==> src/sv/blc_pkg.sv <==
// ----------------------------------------------------------------------------
// Bicolor LED blink controller package
// Transfer types, request and mode codes, and register reset values.
// ----------------------------------------------------------------------------
package blc_pkg;

    localparam int unsigned PERIOD_W = 16;
    localparam int unsigned PHASE_W  = PERIOD_W + 1;
    localparam int unsigned LIFE_W   = 15;
    localparam int unsigned CFG_IDX_W = 1;

    localparam logic [1:0] REQ_TICK        = 2'd0;
    localparam logic [1:0] REQ_SET_FOREVER = 2'd1;
    localparam logic [1:0] REQ_SET_TEMP    = 2'd2;

    localparam logic [2:0] MODE_OFF          = 3'd0;
    localparam logic [2:0] MODE_FLASH_GREEN  = 3'd1;
    localparam logic [2:0] MODE_FLASH_RED    = 3'd2;
    localparam logic [2:0] MODE_STEADY_GREEN = 3'd3;
    localparam logic [2:0] MODE_STEADY_RED   = 3'd4;
    localparam logic [2:0] MODE_ALTERNATE    = 3'd5;
    localparam logic [2:0] MODE_OFFLINE      = 3'd6;

    localparam logic [CFG_IDX_W-1:0] CFG_ON_PERIOD  = 1'd0;
    localparam logic [CFG_IDX_W-1:0] CFG_OFF_PERIOD = 1'd1;

    localparam logic [PERIOD_W-1:0] ON_PERIOD_RESET  = 16'd500;
    localparam logic [PERIOD_W-1:0] OFF_PERIOD_RESET = 16'd500;

    typedef struct packed {
        logic [1:0]        req_type;
        logic [2:0]        new_mode;
        logic [LIFE_W-1:0] lifetime_ms;
    } blc_req_t;

    typedef struct packed {
        logic green_on;
        logic red_on;
        logic drive_enable;
    } blc_rsp_t;

endpackage

==> src/sv/blc_in_reg.sv <==
// ----------------------------------------------------------------------------
// Request input register
// Holds one accepted request until the core consumes it.
// ----------------------------------------------------------------------------
module blc_in_reg
    import blc_pkg::*;
(
    input  logic     clk,
    input  logic     rst_n,
    input  logic     load,
    input  blc_req_t load_data,
    input  logic     advance,
    output logic     valid,
    output blc_req_t data
);

    logic     valid_reg;
    logic     valid_next;
    blc_req_t data_reg;

    always_comb
    begin
        valid_next = valid_reg;
        if (load)
        begin
            valid_next = 1'b1;
        end
        else if (advance)
        begin
            valid_next = 1'b0;
        end
    end

    always_ff @(posedge clk or negedge rst_n)
    begin
        if (!rst_n)
        begin
            valid_reg <= 1'b0;
        end
        else
        begin
            valid_reg <= valid_next;
        end
    end

    always_ff @(posedge clk)
    begin
        if (load)
        begin
            data_reg <= load_data;
        end
    end

    assign valid = valid_reg;
    assign data  = data_reg;

endmodule

==> src/sv/blc_core.sv <==
// ----------------------------------------------------------------------------
// Blink controller core
// Mode, lifetime, phase and pin state, updated once per consumed request.
// ----------------------------------------------------------------------------
module blc_core
    import blc_pkg::*;
(
    input  logic                 clk,
    input  logic                 rst_n,
    input  logic                 cfg_wr_en,
    input  logic [CFG_IDX_W-1:0] cfg_addr,
    input  logic [PERIOD_W-1:0]  cfg_wdata,
    input  logic                 fire,
    input  blc_req_t             item,
    output blc_rsp_t             result
);

    logic [PERIOD_W-1:0] on_period_reg;
    logic [PERIOD_W-1:0] off_period_reg;
    logic [2:0]          mode_reg;
    logic [2:0]          mode_next;
    logic [PHASE_W-1:0]  phase_reg;
    logic [PHASE_W-1:0]  phase_next;
    logic [LIFE_W-1:0]   life_reg;
    logic [LIFE_W-1:0]   life_next;
    logic                hold_reg;
    logic                hold_next;
    logic                green_reg;
    logic                green_next;
    logic                red_reg;
    logic                red_next;

    logic [PHASE_W-1:0]  period;
    logic [PHASE_W:0]    phase_inc;
    logic                stage;
    logic [2:0]          tick_mode;

    assign period = {1'b0, on_period_reg} + {1'b0, off_period_reg};
    assign stage  = (period != '0) && (phase_reg < {1'b0, on_period_reg});
    assign phase_inc = {1'b0, phase_reg} + {{PHASE_W{1'b0}}, 1'b1};

    always_comb
    begin
        tick_mode = mode_reg;
        if (!hold_reg && (life_reg == '0))
        begin
            tick_mode = MODE_OFF;
        end
    end

    always_comb
    begin
        mode_next  = mode_reg;
        phase_next = phase_reg;
        life_next  = life_reg;
        hold_next  = hold_reg;
        green_next = green_reg;
        red_next   = red_reg;
        unique case (item.req_type)
            REQ_TICK:
            begin
                mode_next = tick_mode;
                if (!hold_reg)
                begin
                    if (life_reg != '0)
                    begin
                        life_next = life_reg - {{(LIFE_W-1){1'b0}}, 1'b1};
                    end
                    else
                    begin
                        hold_next = 1'b1;
                    end
                end
                unique case (tick_mode)
                    MODE_FLASH_GREEN:
                    begin
                        green_next = stage;
                        red_next   = 1'b0;
                    end
                    MODE_FLASH_RED:
                    begin
                        green_next = 1'b0;
                        red_next   = stage;
                    end
                    MODE_STEADY_GREEN:
                    begin
                        green_next = 1'b1;
                        red_next   = 1'b0;
                    end
                    MODE_STEADY_RED:
                    begin
                        green_next = 1'b0;
                        red_next   = 1'b1;
                    end
                    MODE_ALTERNATE:
                    begin
                        green_next = stage;
                        red_next   = !stage;
                    end
                    MODE_OFFLINE:
                    begin
                        green_next = green_reg;
                        red_next   = red_reg;
                    end
                    default:
                    begin
                        green_next = 1'b0;
                        red_next   = 1'b0;
                    end
                endcase
                if ((period == '0) || (phase_inc >= {1'b0, period}))
                begin
                    phase_next = '0;
                end
                else
                begin
                    phase_next = phase_inc[PHASE_W-1:0];
                end
            end
            REQ_SET_FOREVER:
            begin
                mode_next = item.new_mode;
                hold_next = 1'b1;
                life_next = '0;
            end
            REQ_SET_TEMP:
            begin
                mode_next = item.new_mode;
                hold_next = 1'b0;
                life_next = item.lifetime_ms;
            end
            default:
            begin
                mode_next = mode_reg;
            end
        endcase
    end

    always_ff @(posedge clk or negedge rst_n)
    begin
        if (!rst_n)
        begin
            on_period_reg  <= ON_PERIOD_RESET;
            off_period_reg <= OFF_PERIOD_RESET;
            mode_reg       <= MODE_OFF;
            phase_reg      <= '0;
            life_reg       <= '0;
            hold_reg       <= 1'b1;
            green_reg      <= 1'b0;
            red_reg        <= 1'b0;
        end
        else
        begin
            if (cfg_wr_en && (cfg_addr == CFG_ON_PERIOD))
            begin
                on_period_reg <= cfg_wdata;
            end
            if (cfg_wr_en && (cfg_addr == CFG_OFF_PERIOD))
            begin
                off_period_reg <= cfg_wdata;
            end
            if (fire)
            begin
                mode_reg  <= mode_next;
                phase_reg <= phase_next;
                life_reg  <= life_next;
                hold_reg  <= hold_next;
                green_reg <= green_next;
                red_reg   <= red_next;
            end
        end
    end

    assign result.green_on     = green_next;
    assign result.red_on       = red_next;
    assign result.drive_enable = (mode_next != MODE_OFFLINE);

    a_hold_clears_life: assert property (@(posedge clk) disable iff (!rst_n)
        hold_reg |-> (life_reg == '0))
        else $error("lifetime left while holding forever");

    a_set_forever_holds: assert property (@(posedge clk) disable iff (!rst_n)
        (fire && (item.req_type == REQ_SET_FOREVER)) |=> hold_reg)
        else $error("set forever did not set the hold");

    a_zero_period_phase: assert property (@(posedge clk) disable iff (!rst_n)
        (fire && (item.req_type == REQ_TICK) && (period == '0)) |=> (phase_reg == '0))
        else $error("phase moved with a zero period");

    a_offline_keeps_pins: assert property (@(posedge clk) disable iff (!rst_n)
        (fire && (item.req_type == REQ_TICK) && (tick_mode == MODE_OFFLINE))
        |=> ($stable(green_reg) && $stable(red_reg)))
        else $error("pins changed in offline mode");

endmodule

==> src/sv/blc_out_reg.sv <==
// ----------------------------------------------------------------------------
// Response output register
// Holds one result until the response transfer completes.
// ----------------------------------------------------------------------------
module blc_out_reg
    import blc_pkg::*;
(
    input  logic     clk,
    input  logic     rst_n,
    input  logic     load,
    input  blc_rsp_t load_data,
    input  logic     take,
    output logic     can_load,
    output logic     valid,
    output blc_rsp_t data
);

    logic     valid_reg;
    logic     valid_next;
    blc_rsp_t data_reg;

    assign can_load = !valid_reg || take;

    always_comb
    begin
        valid_next = valid_reg;
        if (load)
        begin
            valid_next = 1'b1;
        end
        else if (take)
        begin
            valid_next = 1'b0;
        end
    end

    always_ff @(posedge clk or negedge rst_n)
    begin
        if (!rst_n)
        begin
            valid_reg <= 1'b0;
        end
        else
        begin
            valid_reg <= valid_next;
        end
    end

    always_ff @(posedge clk)
    begin
        if (load)
        begin
            data_reg <= load_data;
        end
    end

    assign valid = valid_reg;
    assign data  = data_reg;

endmodule

==> src/sv/bicolor_led_blink_controller.sv <==
// ----------------------------------------------------------------------------
// Bicolor LED blink controller
// Drives a red/green LED pair from millisecond ticks and mode commands.
//
//   Channel   Signals                        Payload
//   req       req_valid, req_ready, req      blc_req_t: type, mode, lifetime
//   rsp       rsp_valid, rsp_ready, rsp      blc_rsp_t: green, red, drive
//   cfg       cfg_wr_en, cfg_addr, cfg_wdata on and off period, 16 bits each
//
// One request is accepted per cycle while no stalled response holds the path;
// the path is request register, state update logic, response register.
// Reset clears both registers and sets the periods to 500 and the mode to off.
// A stalled response holds; one more request is accepted behind it.
// ----------------------------------------------------------------------------
module bicolor_led_blink_controller
    import blc_pkg::*;
(
    input  logic                 clk,
    input  logic                 rst_n,
    input  logic                 req_valid,
    output logic                 req_ready,
    input  blc_req_t             req,
    output logic                 rsp_valid,
    input  logic                 rsp_ready,
    output blc_rsp_t             rsp,
    input  logic                 cfg_wr_en,
    input  logic [CFG_IDX_W-1:0] cfg_addr,
    input  logic [PERIOD_W-1:0]  cfg_wdata
);

    logic     req_fire;
    logic     stage_valid;
    blc_req_t stage_item;
    logic     stage_fire;
    logic     out_can_load;
    blc_rsp_t result;

    assign stage_fire = stage_valid && out_can_load;
    assign req_ready  = !stage_valid || stage_fire;
    assign req_fire   = req_valid && req_ready;

    blc_in_reg u_in_reg (
        .clk       (clk),
        .rst_n     (rst_n),
        .load      (req_fire),
        .load_data (req),
        .advance   (stage_fire),
        .valid     (stage_valid),
        .data      (stage_item)
    );

    blc_core u_core (
        .clk       (clk),
        .rst_n     (rst_n),
        .cfg_wr_en (cfg_wr_en),
        .cfg_addr  (cfg_addr),
        .cfg_wdata (cfg_wdata),
        .fire      (stage_fire),
        .item      (stage_item),
        .result    (result)
    );

    blc_out_reg u_out_reg (
        .clk       (clk),
        .rst_n     (rst_n),
        .load      (stage_fire),
        .load_data (result),
        .take      (rsp_ready),
        .can_load  (out_can_load),
        .valid     (rsp_valid),
        .data      (rsp)
    );

    a_req_to_stage: assert property (@(posedge clk) disable iff (!rst_n)
        req_fire |=> stage_valid)
        else $error("accepted request not held in the request register");

    a_stage_to_rsp: assert property (@(posedge clk) disable iff (!rst_n)
        stage_fire |=> rsp_valid)
        else $error("consumed request produced no response");

    a_no_overwrite: assert property (@(posedge clk) disable iff (!rst_n)
        (rsp_valid && !rsp_ready) |-> !stage_fire)
        else $error("pending response overwritten");

endmodule
==> config.mk <==
export PLATFORM = sky130hd
export DESIGN_NAME = bicolor_led_blink_controller
export DESIGN_NICKNAME = d
export VERILOG_FILES = /design/src/sv/blc_pkg.sv /design/src/sv/blc_in_reg.sv /design/src/sv/blc_core.sv /design/src/sv/blc_out_reg.sv /design/src/sv/bicolor_led_blink_controller.sv
export SDC_FILE = /design/constraint.sdc
export NUM_CORES = 1
export LEC_CHECK = 0
export BUFFER_PORTS_ARGS = -buffer_cell sky130_fd_sc_hd__buf_2
export CORE_MARGIN = 1.5
export CORE_UTILIZATION = 49
export CTS_CLUSTER_DIAMETER = 50
export DETAILED_ROUTE_END_ITERATION = 7
export HOLD_SLACK_MARGIN = 0.08
export PLACE_DENSITY = 0.7
export SYNTH_ARGS = -nofsm -noshare
export SYNTH_HDL_FRONTEND = slang
export SYNTH_HIERARCHICAL = 1
export SYNTH_SLANG_ARGS = --single-unit
==> constraint.sdc <==
create_clock -name clk -period 3.6 [get_ports clk]
set_input_delay 0.72 -clock clk [delete_from_list [all_inputs] [get_ports clk]]
set_output_delay 0.72 -clock clk [all_outputs]
set_load 0.05 [all_outputs]
==> metrics.md <==
| Metric | Value |
|---|---|
| Power density over cell area | `614 nW/um2` |
| Crit-path max cell delay | `roughly 0.39 ns` |
| NumNets Final | `around 770` |
| Root Driver | `clkbuf_16` |
| Worst-path clk slew | `approximately 0.07 ns` |
| Req. time, crit path | `slightly below 4 ns` |
| Drt pass-1 iters | `6` |
| Critical path class | `reg2reg` |
| Final WS setup | `-0.0968 ns` |
| Vias in the first global route | `4470` |
| Worst min path class | `in2async` |
| Unrepaired setup endpoints after global routing | `yes` |
| CP max stage cell | `dfrtp_1` |
| Cell Area, Placed | `about 6300 um2` |
| Part of the Yosys area used for sequential elements | `between 40% and 50%` |
| First-pass GRT wire length | `~21000 um` |
| Hpwl dp | `9070 um` |
| Slew Limit Fails | `0` |
| #FFs+latches synth | `95` |
| Fmax | `between 200 and 300 MHz` |
| Final setup violation count | `16` |
| Maximum VDD drop | `between 300 and 400 uV` |
| Die area | `between 10000 and 15000 um2` |
| DR vias | `between 4000 and 5000` |
| Critical path cell sequence | `ha_2 -> fa_2 -> a211oi_4 -> o31ai_4 -> o211ai_1 -> a31oi_2 -> a21o_1 -> a21oi_2 -> ha_1 -> a21oi_2 -> nand2_2 -> a31oi_4 -> o311ai_4 -> buf_6 -> o21ai_2` |
| Max FFs per register | `20` |
| Worst skew pair latency | `between 0.3 and 0.4 ns` |
| Fin area | `between 7000 and 8000 um2` |
| Asr flop ratio synth | `approximately 76%` |
| Clock Skews | `0.00817 ns` |
| Final Cycle Share | `103%` |
| Post-synth EDFFs | `23` |
| Hold_ws | `0.365 ns` |
| Post-route insts no fill | `817` |
| Syn_nets | `around 700` |
| Largest net degree at the start of global routing | `32` |
| Fin util | `60.8%` |
| Final global-route overflow total | `0` |
| Horiz. Die Dim | `approximately 110 um` |
| Status | `finished with violations` |
| Synth Instances | `600` |
| Relative slew slack | `47.8%` |
| Most repeated library cell on the critical path | `a21oi_2` |
| Die height | `113 um` |
| Row count | `39` |
| Antenna violations before repair | `0` |
| CP arrival | `3.98 ns` |
| Worst-Margin Slew | `0.783 ns` |
| Leak | `about 3.2 nW` |
| DRT antenna net count | `0` |
| Sink Count | `95` |
| CTS buffer count | `9` |
| Routed wire length | `around 13000 um` |
| Buffers on Ports | `46` |
| Share of cells above drive strength 1 | `between 20% and 30%` |
| # DRC | `0` |
| Final Hold Fails | `0` |
| TNS Setup | `-0.709 ns` |
| Max-Cap Viols | `0` |
| Area Growth Syn to Fin | `19.3%` |
| Worst Setup End Kind | `register` |
| Iter 0 DRT Violations | `about 290` |
| Clk buf depth | `2` |
| Synth cell types | `67` |
| GP Congestion | `~0.9` |
| Fin crit period | `between 3 and 4 ns` |
| Synth Area per Inst | `between 9 and 10 um2` |
| Total power | `~4.3 mW` |
| Fillers | `947` |
| Initial Utilization | `roughly 51%` |
| Vias/cell | `a little under 6` |
| Syn Std Cell Area | `roughly 5900 um2` |
| Synthesis warning total | `6` |
| Worst-path fanout max | `4` |
| CTS tree | `done` |
| Per-cell routed wire length | `around 16 um` |
| # hold bufs at CTS | `0` |
| Crit path launch type | `register` |
| Total I/O pin count | `47` |
| Antenna diodes | `0` |
| CORE AREA | `~12000 um2` |
| Synth Flop Type | `dfrtp_1` |
| Failing checks | `setup timing` |
| # placed instances | `roughly 800` |
| H-Tree Depth | `3` |
| Dpl ws | `-0.368 ns` |
| GRT Util Overall | `about a fifth` |
[power breakdown]
group	leakage (nW)	internal [mW]	switching (mW)
logic	1.95	0.767	0.962
clock network	0.144	0.547	0.438
registers	1.07	1.37	0.227
total	3.17	2.69	1.63
[kinds of logic after synthesis]
group / synth area share, %
buffers and inverters: 4.31
AOI/OAI and AO/OA: 18.5
muxes: 3.44
xor gates and xnor gates: 3.72
DFF: 42.6
adders and majority gates: 11.8
and+or+nand+nor: 15.6
[metal layers]
| metal | up-vias | share of wire, % | GRT usage, % | routed length [um] |
|---|---|---|---|---|
| met5 | - | 0 | 0 | 0 |
| met2 | 119 | 50 | 36.0 | 6520 |
| met4 | 0 | 2.5 | 8.35 | 320 |
| met3 | 22 | 3.9 | 3.73 | 503 |
| met1 | 2272 | 44 | 26.0 | 5700 |
| li1 | 2333 | - | - | - |
[path summary, 6_finish.rpt]
check	start	endpoint	slack, ns	cells past startpoint
max	u_core/off_period_reg[0]	u_core/phase_reg[9]	-0.1	15
min	rst_n	u_core/off_period_reg[3]	0.36	1
max reg2reg	u_core/off_period_reg[0]	u_core/phase_reg[9]	-0.1	15
min reg2reg	u_in_reg/data[14]	u_core/life_reg[14]	0.47	1
max in group asynchronous	rst_n	u_core/hold_reg	2.42	2
min in group clk	u_in_reg/data[14]	u_core/life_reg[14]	0.47	1
[critical path, delay by kind of cell, from the launching register on]
family,cells,cell delay [ns]
buf+inv,1,0.17
compound gates,10,2.10
fa+ha+maj,3,0.86
flops,1,0.39
simple gates,1,0.09
[placed cells by master, fill, tap and decap left out, types with 7 or more instances in the layout]
| master | instances |
|---|---|
| buf_2 | 46 |
| dfstp_2 | 13 |
| xor2_1 | 9 |
| nor3_1 | 15 |
| o21ai_1 | 10 |
| nor2_1 | 25 |
| o211ai_1 | 13 |
| nand2_1 | 70 |
| a21o_1 | 14 |
| xnor2_1 | 14 |
| inv_1 | 46 |
| a21oi_1 | 28 |
| mux2_2 | 18 |
| buf_4 | 23 |
| dfrtp_1 | 59 |
| edfxtp_1 | 23 |
| clkbuf_16 | 9 |
| nand2b_1 | 7 |
| nand4_1 | 7 |
| o21ai_0 | 31 |
| o21ai_2 | 8 |
| ha_1 | 48 |
| and3_1 | 8 |
[cell usage after synthesis, types with 3 or more instances]
library cell  instances  area share [%]
nor2_1               25             1.6
a21o_1               14             1.8
a21oi_1              32             2.7
edfxtp_1             23              12
o211ai_1             13             1.7
nand2_1              72             4.6
nor4_1                5            0.53
a211oi_1              7            0.89
ha_1                 54              11
nand2b_1              7            0.74
mux2_2               18             3.4
nor2b_1               4            0.42
xor2_1                9             1.3
dfstp_2              13             5.8
o21a_1                3            0.38
dfrtp_1              59              25
xnor2_1              16             2.4
a221o_1               6             1.0
a32o_1                4            0.68
nand3_1               7            0.59
nand4_1               7            0.74
clkbuf_1             14            0.89
and4_1                3            0.45
inv_1                47             3.0
o21bai_1              3            0.38
or3_1                 3            0.32
o21ai_0              47             4.0
nor3_1               16             1.4
or3_4                 5            0.96
and3_1                8            0.85
a31oi_1               8            0.85
and2_1                3            0.32
[timing repair]
| action | CTS | global route |
|---|---|---|
| pin swaps | 7 | 25 |
| gates cloned | 2 | 0 |
| setup endpoints to repair | 17 | 18 |
| setup buffers | 5 | 12 |
| resized for setup | 23 | 40 |
[cell type report]
cell class | count | area [um2] | area share [%]
tap | 143 | 179 | 2.55
sequential | 95 | 2510 | 35.7
timing repair buffer | 74 | 468 | 6.66
multi-input combinational | 442 | 3390 | 48.3
clock inverter | 7 | 78.8 | 1.12
inverter | 47 | 176 | 2.51
clock buffer | 9 | 225 | 3.20
Power figures use the tool's default switching activity.
